### src/design/qpe_pkg.sv
package qpe_pkg;

  localparam int T_W     = 24;
  localparam int COEF_W  = 32;
  localparam int RES_W   = 32;
  localparam int FRAC_W  = 16;
  localparam int ORDER   = 5;
  localparam int NCOEF   = ORDER + 1;
  localparam int NCELL   = NCOEF;
  localparam int NLANE   = 3;
  localparam int LIMB_W  = 32;
  localparam int NLIMB   = 5;
  localparam int WIDE_W  = NLIMB * LIMB_W;
  localparam int PROD_W  = LIMB_W + T_W;
  localparam int STAGE_W = 3;
  localparam int DER_W   = 2;
  localparam int DFACT_W = 5;
  localparam int TERM_W  = COEF_W + DFACT_W + 1;

  // lane codes, also the derivative order of each lane
  localparam logic [DER_W-1:0] DER_POS = 2'd0;
  localparam logic [DER_W-1:0] DER_VEL = 2'd1;
  localparam logic [DER_W-1:0] DER_ACC = 2'd2;

  typedef logic [WIDE_W-1:0] wide_t;

  typedef struct packed {
    logic [T_W-1:0]                t;
    logic [NCOEF-1:0][COEF_W-1:0]  coef;
    logic [NLANE-1:0][WIDE_W-1:0]  lane;
  } item_t;

  typedef struct packed {
    logic               ovf;
    logic [RES_W-1:0]   value;
  } sat_t;

  typedef struct packed {
    logic signed [RES_W-1:0] position;
    logic signed [RES_W-1:0] velocity;
    logic signed [RES_W-1:0] acceleration;
    logic                    overflow;
  } result_t;

  // derivative-weighted coefficient, placed at its horner scale
  function automatic wide_t coef_term(input logic [NCOEF-1:0][COEF_W-1:0] coef,
                                      input logic [STAGE_W-1:0] m,
                                      input logic [DER_W-1:0] d);
    logic [DFACT_W-1:0]       f;
    logic signed [TERM_W-1:0] prod;
    wide_t                    term;
    case (d)
      DER_POS: f = DFACT_W'(1);
      DER_VEL: f = DFACT_W'(m);
      DER_ACC: f = DFACT_W'(m) * (DFACT_W'(m) - DFACT_W'(1));
      default: f = '0;
    endcase
    if (int'(m) > ORDER) begin
      term = '0;
    end else begin
      prod = $signed(coef[m]) * $signed({1'b0, f});
      term = WIDE_W'(prod) << (FRAC_W * (ORDER - int'(m)));
    end
    return term;
  endfunction

  // floor to q16.16 and saturate
  function automatic sat_t sat_q16(input wide_t x, input logic [DER_W-1:0] d);
    logic signed [WIDE_W-1:0] s;
    sat_t                     r;
    s = $signed(x) >>> (FRAC_W * (ORDER - int'(d)));
    if (s == {{(WIDE_W-RES_W){s[RES_W-1]}}, s[RES_W-1:0]}) begin
      r.ovf   = 1'b0;
      r.value = s[RES_W-1:0];
    end else begin
      r.ovf   = 1'b1;
      r.value = s[WIDE_W-1] ? {1'b1, {(RES_W-1){1'b0}}} : {1'b0, {(RES_W-1){1'b1}}};
    end
    return r;
  endfunction

endpackage

### src/design/qpe_skid.sv
module qpe_skid (
  input  logic              clk,
  input  logic              rst_n,
  input  logic              in_valid,
  output logic              in_ready,
  input  qpe_pkg::result_t  in_res,
  output logic              out_valid,
  input  logic              out_ready,
  output qpe_pkg::result_t  out_res
);
  import qpe_pkg::*;

  result_t out_r, skid_r;
  logic    out_v_r, skid_v_r;
  logic    push;

  assign in_ready = !skid_v_r;
  assign push     = in_valid && !skid_v_r;

  always_ff @(posedge clk) begin
    if (!rst_n) begin
      out_v_r  <= 1'b0;
      skid_v_r <= 1'b0;
    end else if (!out_v_r || out_ready) begin
      out_v_r  <= skid_v_r || push;
      skid_v_r <= 1'b0;
    end else if (push) begin
      skid_v_r <= 1'b1;
    end
  end

  always_ff @(posedge clk) begin
    if (!out_v_r || out_ready) begin
      out_r <= skid_v_r ? skid_r : in_res;
    end else if (push) begin
      skid_r <= in_res;
    end
  end

  assign out_valid = out_v_r;
  assign out_res   = out_r;

endmodule

### config.mk
export PLATFORM = sky130hd
export DESIGN_NAME = qpe_skid
export DESIGN_NICKNAME = d
export VERILOG_FILES = /design/src/design/qpe_pkg.sv /design/src/design/qpe_skid.sv
export SDC_FILE = /design/constraint.sdc
export NUM_CORES = 1
export LEC_CHECK = 0
export BUFFER_PORTS_ARGS = -buffer_cell sky130_fd_sc_hd__buf_4
export CAP_MARGIN = 20
export CELL_PAD_IN_SITES_DETAIL_PLACEMENT = 1
export CELL_PAD_IN_SITES_GLOBAL_PLACEMENT = 1
export CORE_MARGIN = 2
export CORE_UTILIZATION = 40
export DETAILED_ROUTE_END_ITERATION = 7
export PLACE_DENSITY = 0.75
export SYNTH_ARGS = -nofsm -noshare
export SYNTH_HDL_FRONTEND = slang
export SYNTH_SLANG_ARGS = --single-unit
### constraint.sdc
create_clock -name clk -period 11.6 [get_ports clk]
set_input_delay 1.16 -clock clk [delete_from_list [all_inputs] [get_ports clk]]
set_output_delay 1.16 -clock clk [all_outputs]
set_load 0.05 [all_outputs]
## Word-level counts from Yosys, hierarchy flattened

Index checks and enable logic that the tools add are counted.

| storage, ports and cells | value |
|---|---|
| register bits after elaboration | 196 |
| bits of input ports | 101 |
| output and inout port bits | 99 |
| logic and storage cells | 20 |

| cells by class | value |
|---|---|
| multiplexer cells | 1 |
| bitwise logic cells | 2 |
| reduce and logical (&&, ||, !) cells | 7 |

Operators with widths:

| kind | count |
|---|---|
| two-way mux 97 bit | 1 |
| logical NOT 1 bit | 2 |
| logical OR 1 bit | 2 |
| inverter 1 bit | 2 |
| AND reduction 2 bit | 1 |
| OR reduction 2 bit | 1 |
| logical AND 1 bit | 1 |

## Longest topological paths before layout

| logic depth | value |
|---|---|
| word-level depth | 4 |
| depth in mapped cells | 4 |
| depth with buffers taken out | 2 |

## Least setup slack after synthesis

No wires, ideal clock.

| timing | value |
|---|---|
| kind | input-to-reg |
| start | in out_ready |
| end | reg skid_r[0] in the netlist's numbering, enable pin |
| setup time | 0.691 ns |
| arrival time | 10.800 ns |
| data required time | 10.909 ns |
| slack | 0.109 ns |
| stages | 2 |
| buffers on the path | 0 |
| path through | nand2b_1 > nor3b_1 |

| on the way | value |
|---|---|
| cells in the longest elaborated chain, start to end | 3 |

RTL lines:

| what | RTL line | RTL |
|---|---|---|
| from (decl) | qpe_skid.sv:8 | `input logic out_ready,` |
| logical OR 1 bit | qpe_skid.sv:33 | `if (!out_v_r \|\| out_ready) begin` |
| inverter 1 bit (no line) | -- |  |
| AND reduction 2 bit (no line) | -- |  |
| to (signal assigned) | qpe_skid.sv:36 | `skid_r <= in_res;` |
| to (decl) | qpe_skid.sv:13 | `result_t out_r, skid_r;` |

Every way passes these cells.
A chain may end at the register's enable or synchronous reset.

## Worst setup path after layout

| timing | value |
|---|---|
| start | in out_ready |
| end | reg skid_r[68] in the netlist's numbering, enable pin |

Same word-level chain as after synthesis.

==> metrics.txt <==
setup_tns=0 ps; result of the run=finished clean; clk_lat worst skew=430 ps; Die ar.=18900 µm²; average cell area after synthesis=23.0 µm²; via count of the first global-routing pass=3803; buffers inserted during post-CTS setup optimization=0; Worst IR Drop VDD=98.2 µV; pre-CTS setup slack=7600 ps; min-delay worst type=flop to flop; GRT Resource Usage Total=0.157; H-tree level count=4; total length of routed wires=14600 µm; element type at the critical path start=primary input; clock buffer count from CTS=17; starting utilization of the core area=0.412; final setup fails=0; fin area=9380 µm²; pwr dens=172 nW/µm²; remaining max-slew budget at the tightest pin=0.428; critical path peak fanout=62; sum of overflow across all layers after global routing=0; cell repeated most along the worst path=sky130_fd_sc_hd__buf_4; synthesized instance count=310; final setup skew=7.98 ps; Critical Path End Type=flop; first-pass GRT wire length=21600 µm; number of sinks on the clock net=196; Final Cycle Share=0.302; average routed wire per standard cell=19.3 µm; warnings from Yosys=0; detailed placer's ending HPWL=9840 µm; reported leakage power=3.52 nW; core footprint=17400 µm²; post-layout net count=622; share of final-layout standard cells stronger than drive strength 1=0.622; actual slew at the worst max-slew pin=859 ps; clock tree from TritonCTS=yes; hold_buf cts=0; clock transition at the registers of the reported paths=70 ps; worst endpoint data arrival time=3560 ps; Die Span X=138 µm; fin cells=759; Placed Instances=727; most common cell after layout, fill and taps aside=sky130_fd_sc_hd__buf_4; flip-flop and latch count after synthesis=196; post-synthesis sequential area ratio=0.821; min setup slack post-route=8100 ps; post-synthesis instance area=7140 µm²; Syn-to-layout area delta=31.4%; CTS max path bufs=2; Synth Net Count=411; crit path time final=3500 ps; # resized after CTS=0; delay contributed by the slowest stage of the critical path=740 ps; DRC violation count after routing=0; path type of the worst setup path=primary input to flop; Fin. Hold Viols=0; number of pins exceeding their max-slew limit in the final report=0; ordered list of cells on the worst path=buf_4, nand2b_4, nor3b_2, buf_4, buf_4; drt pass-1 iters=4; count of routing violations after the opening detailed-route iteration=230; Vias=3600; DIE HEIGHT=138 µm; f_max=285 MHz; number of rows created at floorplan=48; routed via count divided by cell count=4.74; largest net degree at the start of global routing=63; master cell of the clock root buffer=sky130_fd_sc_hd__clkbuf_16; leading cell types in the layout, fill and taps excluded=sky130_fd_sc_hd__buf_4, sky130_fd_sc_hd__edfxtp_1, sky130_fd_sc_hd__mux2_2; Final Wtd Congestion=0.743; setup repair after global routing missed its margin=false; total placed instance area=8820 µm²; initial antenna violation count=0; cell with the biggest individual delay on the critical path=sky130_fd_sc_hd__buf_4; antenna-violating nets left=0; diode insertion count for antenna repair=0; count of port buffers added during placement=199; WP data required=11650 ps; Top Ports=200; library cells used by synthesis=10; count of maximum capacitance violations=0
## Yosys cell counts (all sizes together)
| library cell | n | area share |
|---|---|---|
| a21boi | 1 | 0.0011 |
| buf | 1 | 0.0016 |
| clkbuf | 10 | 0.019 |
| dfxtp | 2 | 0.0056 |
| edfxtp | 194 | 0.82 |
| inv | 1 | 0.00052 |
| mux2 | 97 | 0.15 |
| nand2b | 1 | 0.00088 |
| nor2 | 1 | 0.00052 |
| nor3b | 2 | 0.0021 |
## metrics by stage
stage	hold slack [ps]	util	power [mW]
floorplan	523	-	0.974
global placement	527	0.508	1.05
detailed placement	536	0.508	1.05
CTS	550	0.541	1.63
global route	570	0.541	1.66
finish	547	0.541	1.61
## logic make-up (layout without fill, tap and decap cells)
logic type             Yosys count  in the layout  synth area share
buffers and inverters           12            236            0.0214
DFF                            196            196             0.821
and+or+nand+nor                  4              4           0.00350
muxes                           97             97             0.153
AOI/OAI and AO/OA                1              1           0.00105
## path summary, 6_finish.rpt
kind | to | start | cells after the start | slack [ps]
setup / recovery | skid_r[68] | out_ready | 5 | 8100
hold / removal | out_res[96] | skid_r[96] | 1 | 550
setup reg to reg | skid_r[68] | out_valid | 4 | 8620
hold reg to reg | out_res[96] | skid_r[96] | 1 | 550
## registers in the layout, indices dropped and copies added, names as in the netlist
signal     cells
out_res       97
skid_r        97
skid_v_r       1
out_valid      1
## layout make-up
cell class | instances | area, µm²
sequential | 196 | 5870
fill | 1620 | 7970
clock buffer | 20 | 437
multi-input combinational | 102 | 1140
inverter | 1 | 3.75
clock inverter | 12 | 131
timing repair buffer | 203 | 1520
tap | 225 | 282
## worst max-delay path, delay by kind of cell
kind / cells / cell delay (ps)
buffers and inverters: 3 / 1310
AND/OR/NAND/NOR: 2 / 1000
## metal layers
metal	up-vias	wire (µm)	global-route usage
met1	1795	6060	0.197
met2	134	7350	0.253
met5	-	0	0
li1	1655	-	-
met3	16	951	0.0482
met4	0	281	0.0682
## report_power, final
part / internal [mW] / switching [mW]
logic: 0.0715 / 0.132
registers: 0.819 / 0.0135
clock network: 0.319 / 0.256
Note: power is estimated with default switching activity, not from simulation.
