## src/design/qpe_pkg.sv

```systemverilog
package qpe_pkg;

  localparam int T_W     = 24;
  localparam int COEF_W  = 32;
  localparam int RES_W   = 32;
  localparam int FRAC_W  = 16;
  localparam int ORDER   = 5;
  localparam int NCOEF   = ORDER + 1;
  localparam int NCELL   = NCOEF;
  localparam int NLANE   = 3;
  localparam int LIMB_W  = 32;
  localparam int NLIMB   = 5;
  localparam int WIDE_W  = NLIMB * LIMB_W;
  localparam int PROD_W  = LIMB_W + T_W;
  localparam int STAGE_W = 3;
  localparam int DER_W   = 2;
  localparam int DFACT_W = 5;
  localparam int TERM_W  = COEF_W + DFACT_W + 1;

  // lane codes, also the derivative order of each lane
  localparam logic [DER_W-1:0] DER_POS = 2'd0;
  localparam logic [DER_W-1:0] DER_VEL = 2'd1;
  localparam logic [DER_W-1:0] DER_ACC = 2'd2;

  typedef logic [WIDE_W-1:0] wide_t;

  typedef struct packed {
    logic [T_W-1:0]                t;
    logic [NCOEF-1:0][COEF_W-1:0]  coef;
    logic [NLANE-1:0][WIDE_W-1:0]  lane;
  } item_t;

  typedef struct packed {
    logic               ovf;
    logic [RES_W-1:0]   value;
  } sat_t;

  typedef struct packed {
    logic signed [RES_W-1:0] position;
    logic signed [RES_W-1:0] velocity;
    logic signed [RES_W-1:0] acceleration;
    logic                    overflow;
  } result_t;

  // derivative-weighted coefficient, placed at its horner scale
  function automatic wide_t coef_term(input logic [NCOEF-1:0][COEF_W-1:0] coef,
                                      input logic [STAGE_W-1:0] m,
                                      input logic [DER_W-1:0] d);
    logic [DFACT_W-1:0]       f;
    logic signed [TERM_W-1:0] prod;
    wide_t                    term;
    case (d)
      DER_POS: f = DFACT_W'(1);
      DER_VEL: f = DFACT_W'(m);
      DER_ACC: f = DFACT_W'(m) * (DFACT_W'(m) - DFACT_W'(1));
      default: f = '0;
    endcase
    if (int'(m) > ORDER) begin
      term = '0;
    end else begin
      prod = $signed(coef[m]) * $signed({1'b0, f});
      term = WIDE_W'(prod) << (FRAC_W * (ORDER - int'(m)));
    end
    return term;
  endfunction

  // floor to q16.16 and saturate
  function automatic sat_t sat_q16(input wide_t x, input logic [DER_W-1:0] d);
    logic signed [WIDE_W-1:0] s;
    sat_t                     r;
    s = $signed(x) >>> (FRAC_W * (ORDER - int'(d)));
    if (s == {{(WIDE_W-RES_W){s[RES_W-1]}}, s[RES_W-1:0]}) begin
      r.ovf   = 1'b0;
      r.value = s[RES_W-1:0];
    end else begin
      r.ovf   = 1'b1;
      r.value = s[WIDE_W-1] ? {1'b1, {(RES_W-1){1'b0}}} : {1'b0, {(RES_W-1){1'b1}}};
    end
    return r;
  endfunction

endpackage

```

## src/design/qpe_sat.sv

```systemverilog
module qpe_sat (
  input  logic              clk,
  input  logic              rst_n,
  input  logic              en,
  input  logic              in_valid,
  input  qpe_pkg::item_t    in_item,
  output logic              out_valid,
  output qpe_pkg::result_t  out_res
);
  import qpe_pkg::*;

  sat_t    pos, vel, acc;
  result_t res_r, res_nxt;
  logic    res_v_r;

  always_comb begin
    pos = sat_q16(in_item.lane[DER_POS], DER_POS);
    vel = sat_q16(in_item.lane[DER_VEL], DER_VEL);
    acc = sat_q16(in_item.lane[DER_ACC], DER_ACC);
    res_nxt.position     = $signed(pos.value);
    res_nxt.velocity     = $signed(vel.value);
    res_nxt.acceleration = $signed(acc.value);
    res_nxt.overflow     = pos.ovf | vel.ovf | acc.ovf;
  end

  always_ff @(posedge clk) begin
    if (!rst_n) begin
      res_v_r <= 1'b0;
    end else if (en) begin
      res_v_r <= in_valid;
    end
  end

  always_ff @(posedge clk) begin
    if (en) begin
      res_r <= res_nxt;
    end
  end

  assign out_valid = res_v_r;
  assign out_res   = res_r;

endmodule

```

## config.mk

```make
export PLATFORM = sky130hd
export DESIGN_NAME = qpe_sat
export DESIGN_NICKNAME = d
export VERILOG_FILES = /design/src/design/qpe_pkg.sv /design/src/design/qpe_sat.sv
export SDC_FILE = /design/constraint.sdc
export NUM_CORES = 1
export LEC_CHECK = 0
export BUFFER_PORTS_ARGS = -buffer_cell sky130_fd_sc_hd__buf_2
export CORE_AREA = 2 2 312 314
export CTS_CLUSTER_SIZE = 14
export DETAILED_ROUTE_END_ITERATION = 16
export DIE_AREA = 0 0 314 316
export SYNTH_ARGS = -nofsm -noshare
export SYNTH_HDL_FRONTEND = slang
export SYNTH_SLANG_ARGS = --single-unit
```

## constraint.sdc

```tcl
create_clock -name clk -period 5.7 [get_ports clk]
set_input_delay 0.285 -clock clk [delete_from_list [all_inputs] [get_ports clk]]
set_output_delay 0.285 -clock clk [all_outputs]
set_load 0.01 [all_outputs]
```

# --- Yosys cells after proc, flatten, opt, wreduce, memory -nomap -nowiden ---
# Index checks and enable logic that the tools add are counted.
word_totals:
  input_bits: 700
  reg_bits: 98
  out_inout_bits: 98
classes:
  n_eq_ne: 3
  bitwise_logic: 2
  n_mux: 6
op_table:
  columns: ["cell", "count"]
  rows:
  - ["128-bit == test", 3]
  - ["33-bit two-way mux", 3]
  - ["32-bit two-way mux", 3]
  - ["1-bit bitwise OR", 2]

# --- Logic depth before layout (Yosys ltp) ---
# Gate-level depths: netlist (run 1).
logic_depth:
  depth_word: 4
  depth_mapped: 9

# --- Worst setup path after synthesis (run 1) ---
# Ideal clock, no wire load.
synth_timing:
  path_type: "in2reg"
  startpoint: "in in_item[255] in the netlist's numbering"
  endpoint: "reg res_r, in the netlist out_res[35], data pin"
  path_stages: 7
  arrival_ps: 1935
  required_time_ps: 5430
  n_path_buf: 2
  setup_ps: 270
  setup_slack_ps: 3495
  cell_sequence: "buf_6 nor3_1 a31oi_1 or4_4 nor4_4 buf_6 mux2i_1"
synth_lines:
  columns: ["element", "line", "text"]
  rows:
  - ["start, declared", "qpe_sat.sv:6", "input qpe_pkg::item_t in_item,"]
  - ["end signal, assigned", "qpe_sat.sv:36", "res_r <= res_nxt;"]
  - ["end, declared", "qpe_sat.sv:13", "result_t res_r, res_nxt;"]

==> impl_metrics.ini, run 1 <==
[drt]
wl_per_cell_um = 13.62
drc = 0
drt-total-wl_mm = 29.66
drt_iter0_markers = 170
dr.pass1.iters = 4
vias_per_cell = 2.537
dr_total_vias = 5525
antenna_left = 0

[yosys]
yosysUniqueCellTypes = 25
syn_inst = 517
yosysWarnings = 0
synth_area_per_cell_um2 = 10.64
ys_seq_area_frac = 0.5332
synth_area_mm2 = 0.005500
ys_ff_latch = 98
synth_fp_nets = 1217

[power]
power_leakage_nw = 3.804
power.density_mw_per_mm2 = 203.2
vdd_drop_max_mv = 0.1444

[timing]
fin_skew_ps = 0
maxSlewHeadroom = 0.2346
setup_tns_ps = 0
grt_setup_unrepaired = false
finalCritPeriodShare = 0.5388
slew_violations = 0
finalCriticalPeriod_ps = 3071
hold_violations = 0
worstMarginPinSlew_ps = 1144
timing.fmax_mhz = 325.6
setup_viol = 0

[worst_setup_path]
crit_arrival_ps = 3170
critPathMaxFanout = 34
crit_family = simple AND/OR/NAND/NOR gates
start_kind = input port
slowest_delay_ps = 890
end_kind = flop
cp.required_ps = 5800
crit_path_cell_trace = buf_2, nand2_1, nor3_1, a31oi_1, or4_1, nor3_4, buf_4, mux2i_1
worstSetupPathType = input port to flop
slowest_stage = nor3_4
cp_num_buf_inv = 2

[die]
core_mm2 = 0.09599
initial_core_util = 0.05730
io_pins = 798
die_x_um = 314
rows = 114
die_height_um = 316
die_area_mm2 = 0.09922

[outcome]
outcome = finished, final reports clean

[finish]
layout_commonest_cell = buf_2
synthToLayoutAreaGrowth_pct = 68.04
drive_gt1_frac = 0.4655
final_cell_mix = 388 x buf_2, 97 x edfxtp_1, 94 x mux2i_1
regArea_mm2 = 0.002933
final_cells = 2178
multi_input_area_mm2 = 0.002063
fin_nets = 1593
fillers = 11160

[placement]
port_buffers = 389
gp_congestion = 0.8205
placed_cells = 2158
hpwl_mm = 24.94

[min_path]
hp-class = input port to flop

[clock_tree]
htreeDepth = 3
cts.clk_slew.worst_paths_ps = 90
cts_hold_buffers = 0
cts-buffers-inserted = 9
insertion_delay_ps = 390
clockRootBuffer = clkbuf_16
clock-sinks = 98
cts_setup_buffers = 0
cts_tree = built
cts_buffer_depth = 2
cts_resized = 0

[global_route]
first_global_vias = 5488
track_usage = 0.05847
grt_pass1_wl_mm = 38.83
grt-ovfl-total = 0
antenna_found_initial = 26
grt_max_degree = 54

[run]
cap_violations = 0
## report_power, final
| group | leakage (nW) | internal (mW) | switching [mW] |
|---|---|---|---|
| Sequential | 0.958 | 0.854 | 0.0166 |
| Combinational | 2.70 | 0.137 | 0.197 |
| Clock | 0.148 | 0.313 | 0.362 |
| Total | 3.80 | 1.30 | 0.575 |
## synthesized netlist by cell type
library cell | n | area, um^2
nor4_1 | 26 | 162.7
mux2i_1 | 94 | 940.9
nor2_1 | 25 | 93.84
or4_4 | 1 | 11.26
nand3b_1 | 1 | 7.510
nand4_1 | 24 | 150.1
dfxtp_1 | 1 | 20.02
nor4_4 | 2 | 42.54
buf_4 | 3 | 22.52
buf_1 | 1 | 3.750
nand2_1 | 26 | 97.59
clkbuf_1 | 16 | 60.06
o22ai_1 | 1 | 6.260
or4_1 | 1 | 7.510
edfxtp_1 | 97 | 2913
buf_6 | 4 | 45.04
buf_2 | 4 | 20.02
a31oi_1 | 22 | 137.6
buf_8 | 1 | 15.01
nor3_1 | 44 | 220.2
nor3_2 | 3 | 30.03
inv_1 | 93 | 349.1
nor4_2 | 1 | 12.51
nor2b_1 | 1 | 6.260
nand3_1 | 25 | 125.1
## path summary, 6_finish.rpt
kind              slack, ps                   start                      to  depth (start not counted)
setup / recovery       2630            in_item[159]   out_res[69]$_DFFE_PP_                          8
hold / removal          100                   rst_n  out_valid$_SDFFE_PN0P_                          2
setup reg to reg       5110  out_valid$_SDFFE_PN0P_  out_valid$_SDFFE_PN0P_                          2
hold reg to reg         530  out_valid$_SDFFE_PN0P_  out_valid$_SDFFE_PN0P_                          2
## cell type report
cell class	count	share of cell area
sequential	98	0.3173
multi-input combinational	297	0.2232
clock inverter	7	0.008529
clock buffer	9	0.02437
timing repair buffer	394	0.2150
tap	1276	0.1727
inverter	93	0.03777
antenna	4	0.001083
## cells by family (layout without fill, tap and decap cells)
| logic type | Yosys count | in the layout | share of synthesized area |
|---|---|---|---|
| and+or+nand+nor | 180 | 180 | 0.1758 |
| DFF | 98 | 98 | 0.5332 |
| other | 0 | 4 | 0 |
| buffers and inverters | 122 | 503 | 0.09372 |
| AOI/OAI and AO/OA | 23 | 23 | 0.02616 |
| muxes | 94 | 94 | 0.1711 |
## metrics by stage
| step | instance area, um^2 | total power [mW] | setup slack, ps | hold WS (ps) | utilization |
|---|---|---|---|---|---|
| detailed placement | 8929 | 1.227 | 2087 | 514.0 | 0.09301 |
| floorplan | 5500 | 0.9823 | 3495 | 397.5 | - |
| global placement | 8929 | 1.223 | 2090 | 495.6 | 0.09301 |
| global route | 9235 | 1.977 | 2281 | 73.92 | 0.09620 |
| CTS | 9233 | 1.934 | 2526 | 66.78 | 0.09618 |
| finish | 9243 | 1.879 | 2629 | 99.06 | 0.09628 |
## registers in the layout (all words and copies together), names as in the netlist
signal / flops
out_res: 97
out_valid: 1
## routing by layer
layer | vias up | routed length [um] | track usage
met1 | 2467 | 10960 | 0.06111
met3 | 48 | 5080 | 0.04178
met5 | - | 78 | 0
li1 | 2626 | - | -
met2 | 370 | 12700 | 0.09026
met4 | 14 | 835 | 0.02349
Note: power is estimated with default switching activity, not from simulation.
==> run 2, diff against run 1 <==
--- a/config.mk
+++ b/config.mk
@@ -6,10 +6,10 @@
 export NUM_CORES = 1
 export LEC_CHECK = 0
 export BUFFER_PORTS_ARGS = -buffer_cell sky130_fd_sc_hd__buf_2
-export CORE_AREA = 2 2 312 314
+export CORE_AREA = 2 2 315 317
 export CTS_CLUSTER_SIZE = 14
 export DETAILED_ROUTE_END_ITERATION = 16
-export DIE_AREA = 0 0 314 316
+export DIE_AREA = 0 0 317 319
 export SYNTH_ARGS = -nofsm -noshare
 export SYNTH_HDL_FRONTEND = slang
 export SYNTH_SLANG_ARGS = --single-unit
==> constraint.sdc (replaced) <==
create_clock -name clk -period 2.65 [get_ports clk]
set_input_delay 0.1325 -clock clk [delete_from_list [all_inputs] [get_ports clk]]
set_output_delay 0.1325 -clock clk [all_outputs]
set_load 0.01 [all_outputs]
==> impl_metrics.ini, run 2 (synthesis gave the netlist of run 1 again) <==
[worst_setup_path]
worstSetupPathType = input port to flop
cp.depth = 9
crit_start = in_item[319]
end_kind = flop
cp_num_buf_inv = 4
cp_common_cell = buf_4
reg2reg_slack_ps = 1500
crit_end = out_res[41]$_DFFE_PP_
slowest_stage = or4_4
reg2reg_depth = 3
cp.required_ps = 2860
crit_path_cell_trace = dlygate4sd3_1, buf_2, nor4_1, a31oi_1, or4_4, nor4_4, buf_4, buf_4, mux2i_1
slowest_delay_ps = 550
crit_arrival_ps = 2650
crit_family = buffers and inverters
critPathMaxFanout = 8
timing.rr.end = out_valid$_SDFFE_PN0P_
rr_startpoint = out_valid$_SDFFE_PN0P_
start_kind = input port

[power]
vdd_drop_max_mv = 0.3003
power.density_mw_per_mm2 = 421.3
power_leakage_nw = 3.918

[drt]
drt_iter0_markers = 166
drc = 0
wl_per_cell_um = 12.86
dr.pass1.iters = 4
vias_per_cell = 2.537
dr_total_vias = 5602
drt-total-wl_mm = 28.40
antenna_left = 0

[global_route]
track_usage = 0.05516
grt_max_degree = 47
first_global_vias = 5638
grt_pass1_wl_mm = 37.52
grt-ovfl-total = 0
antenna_found_initial = 26

[clock_tree]
cts_buffer_depth = 2
cts_setup_buffers = 0
htreeDepth = 3
cts_resized = 0
cts.clk_slew.worst_paths_ps = 80
cts-buffers-inserted = 9
clock-sinks = 98
cts_tree = built
clockRootBuffer = clkbuf_16
insertion_delay_ps = 380

[die]
core_mm2 = 0.09770
die_area_mm2 = 0.1011
die_height_um = 319
die_x_um = 317
rows = 115
initial_core_util = 0.05630
io_pins = 798

[finish]
layout_commonest_cell = buf_2
postLayoutCellArea_mm2 = 0.009452
fin_nets = 1613
fin_util = 0.09674
synthToLayoutAreaGrowth_pct = 71.84
drive_gt1_frac = 0.4739
final_cell_mix = 388 x buf_2, 97 x edfxtp_1, 94 x mux2i_1
largest_reg_flops = 97

[timing]
grt_setup_unrepaired = false
finalCriticalPeriod_ps = 2433
hold_violations = 0
hold-worst-slack_ps = 75.38
finalCritPeriodShare = 0.9182
maxSlewHeadroom = 0.6539
setup_viol = 0
fin_skew_ps = 0
worstMarginPinSlew_ps = 519.1
setup_tns_ps = 0
timing.fmax_mhz = 411.0
slew_violations = 0

[placement]
hpwl_mm = 24.36
gp_congestion = 0.8021
port_buffers = 389
placed_area_mm2 = 0.009120

[run]
cap_violations = 0

[outcome]
outcome = finished, final reports clean

[min_path]
hp-class = input port to flop
run 2: repair_timing:
action | 4_1_cts | 5_1_grt
hold endpoints to repair | 2 | 0
hold buffers | 3 | 0
endpoints found under the setup margin | 0 | 0
run 2: power breakdown:
part | internal, mW | switching (mW)
logic | 0.308 | 0.407
registers | 1.84 | 0.0287
clock network | 0.665 | 0.738
run 2: layer usage:
layer | routed length, um | GRT usage | up-vias
met5 | 86 | 0 | -
met4 | 940 | 0.02243 | 12
met3 | 4833 | 0.04103 | 55
met2 | 11850 | 0.08376 | 362
met1 | 10690 | 0.05727 | 2507
li1 | - | - | 2666
run 2: worst reg2reg max path, delay by kind of cell (launching register included):
kind | cells | cell delay [ps]
DFF | 1 | 310
and+or+nand+nor | 1 | 60
buffers and inverters | 1 | 540
muxes | 1 | 130
run 2: stage by stage:
| step | setup WS (ps) | total power, mW | instances |
|---|---|---|---|
| global route | 79.79 | 4.216 | 2205 |
| detailed placement | 222.2 | 2.632 | 2186 |
| floorplan | 597.2 | 2.113 | 517 |
| global placement | 227.3 | 2.626 | 2186 |
| finish | 216.7 | 3.982 | 2208 |
| CTS | 258.1 | 4.119 | 2205 |
run 2: cell type report:
| class | instances | area (um^2) |
|---|---|---|
| clock buffers | 9 | 225.2 |
| clock inverters | 7 | 68.82 |
| well taps | 1287 | 1610 |
| inverters | 93 | 349.1 |
| fillers | 11330 | 88250 |
| multi-input cells | 297 | 2063 |
| flip-flops and latches | 98 | 2933 |
| repair buffers | 414 | 2195 |
| diodes | 3 | 7.507 |
run 2: how the worst min path moves through the flow:
stage / from / slack, ps / to / depth (start not counted)
2_1_floorplan: en / 240 / out_res[0]$_DFFE_PP_ / 0
3_3_place_gp: rst_n / 350 / out_valid$_SDFFE_PN0P_ / 2
3_5_place_dp: rst_n / 360 / out_valid$_SDFFE_PN0P_ / 2
4_1_cts: in_item[250] / 30 / out_res[59]$_DFFE_PP_ / 3
5_1_grt: in_item[379] / 50 / out_res[12]$_DFFE_PP_ / 3
6_report: in_item[247] / 80 / out_res[56]$_DFFE_PP_ / 3
==> run 3, diff against run 2 <==
--- a/config.mk
+++ b/config.mk
@@ -10,6 +10,8 @@
 export CTS_CLUSTER_SIZE = 14
 export DETAILED_ROUTE_END_ITERATION = 16
 export DIE_AREA = 0 0 317 319
+export PLACE_DENSITY = 0.37
 export SYNTH_ARGS = -nofsm -noshare
 export SYNTH_HDL_FRONTEND = slang
 export SYNTH_SLANG_ARGS = --single-unit
+export TNS_END_PERCENT = 30
==> impl_metrics.ini, run 3 (synthesis gave the netlist of run 1 again) <==
[clock_tree]
cts_tree = built
cts_resized = 0
cts.clk_slew.worst_paths_ps = 80
htreeDepth = 3
cts_buffer_depth = 2
clockRootBuffer = clkbuf_16
cts-buffers-inserted = 9
clock-sinks = 98
insertion_delay_ps = 380

[finish]
regArea_mm2 = 0.002933
fin_nets = 1619
drive_gt1_frac = 0.4784
final_cell_mix = 388 x buf_2, 97 x edfxtp_1, 94 x mux2i_1
largest_reg_flops = 97
multi_input_area_mm2 = 0.002063
fin_util = 0.09797
fillers = 11320
synthToLayoutAreaGrowth_pct = 74.02
layout_commonest_cell = buf_2

[worst_setup_path]
rr_startpoint = out_valid$_SDFFE_PN0P_
cp.required_ps = 2890
slowest_stage = or4_4
cp_common_cell = buf_12
crit_arrival_ps = 2270
end_kind = flop
worstSetupPathType = input port to flop
reg2reg_slack_ps = 1470
critPathMaxFanout = 16
timing.rr.end = out_valid$_SDFFE_PN0P_
start_kind = input port
crit_path_cell_trace = buf_2, nand3_1, nor3_2, a31oi_1, or4_4, nor4_4, buf_12, buf_12, mux2i_1
reg2reg_depth = 3
slowest_delay_ps = 590

[drt]
drt-total-wl_mm = 31.10
dr.pass1.iters = 4
vias_per_cell = 2.484
drt_iter0_markers = 153
wl_per_cell_um = 14.06
drc = 0
antenna_left = 0
dr_total_vias = 5495

[outcome]
outcome = finished, final reports clean

[placement]
hpwl_mm = 26.48
port_buffers = 389
gp_congestion = 0.7492

[timing]
hold-worst-slack_ps = 72.12
hold_violations = 0
setup_viol = 0
fin_skew_ps = 0
finalCritPeriodShare = 0.7650
timing.fmax_mhz = 493.3
finalCriticalPeriod_ps = 2027
maxSlewHeadroom = 0.5313
setup_tns_ps = 0
slew_violations = 0
worstMarginPinSlew_ps = 699.8
grt_setup_unrepaired = false

[global_route]
first_global_vias = 5661
grt-ovfl-total = 0
track_usage = 0.06077
antenna_found_initial = 8
grt_max_degree = 47
grt_pass1_wl_mm = 41.49

[min_path]
worstHoldStart = in_item[233]
hp-class = input port to flop
whs_path_depth = 3
hold_path_end = out_res[42]$_DFFE_PP_

[die]
io_pins = 798
initial_core_util = 0.05630
rows = 115
die_x_um = 317
die_area_mm2 = 0.1011
die_height_um = 319
core_mm2 = 0.09770

[power]
vdd_drop_max_mv = 0.3082
finalPower_mw = 4.171
power_leakage_nw = 3.977
power.density_mw_per_mm2 = 435.8

[run]
cap_violations = 0
## run 3: layout make-up
class	instances	share of cell area
Clock buffer	10	0.02497
Inverter	93	0.03647
Tap cell	1287	0.1682
Multi-Input combinational cell	297	0.2156
Timing Repair Buffer	420	0.2390
Antenna cell	1	0.0002614
Sequential cell	98	0.3064
Clock inverter	6	0.009150
## run 3: per-layer routing
metal / global-route usage / vias up / routed length [um]
met5: 0 / - / 13
met4: 0.01782 / 2 / 492
met3: 0.03102 / 18 / 3481
met2: 0.09480 / 274 / 13790
met1: 0.07228 / 2515 / 13320
li1: - / 2686 / -
## run 3: worst max-delay path by stage
stage	end	cells after the start	startpoint	slack, ps
after floorplan	out_res[35]$_DFFE_PP_	7	in_item[255]	600
after global placement	out_res[58]$_DFFE_PP_	9	in_item[255]	150
after detailed placement	out_res[33]$_DFFE_PP_	8	in_item[255]	150
after CTS	out_res[33]$_DFFE_PP_	8	in_item[255]	580
after global routing	out_res[58]$_DFFE_PP_	9	in_item[255]	480
final	out_res[58]$_DFFE_PP_	9	in_item[255]	620
## run 3: timing repair
item                                   in CTS  in global routing
setup endpoints to repair                   0                  0
hold buffers                                2                  0
endpoints found under the hold margin       1                  0
setup buffers                               0                  0
## run 3: power by group
| part | switching, mW | total (mW) | internal, mW |
|---|---|---|---|
| Sequential | 0.0335 | 1.87 | 1.84 |
| Clock | 0.701 | 1.56 | 0.857 |
| Combinational | 0.432 | 0.744 | 0.312 |
| Total | 1.17 | 4.17 | 3.01 |
## run 3: worst max-delay path, delay by kind of cell
kind	cells	cell delay (ps)
simple gates	4	1190
buf+inv	3	670
compound gates	1	70
mux	1	200
## run 3: per-stage QoR
step	area (um^2)	instances	worst slack, ps
detailed placement	9223	2193	154.4
global placement	9223	2193	150.2
finish	9572	2212	622.8
floorplan	5500	517	597.2
CTS	9569	2211	577.9
global route	9569	2211	475.8
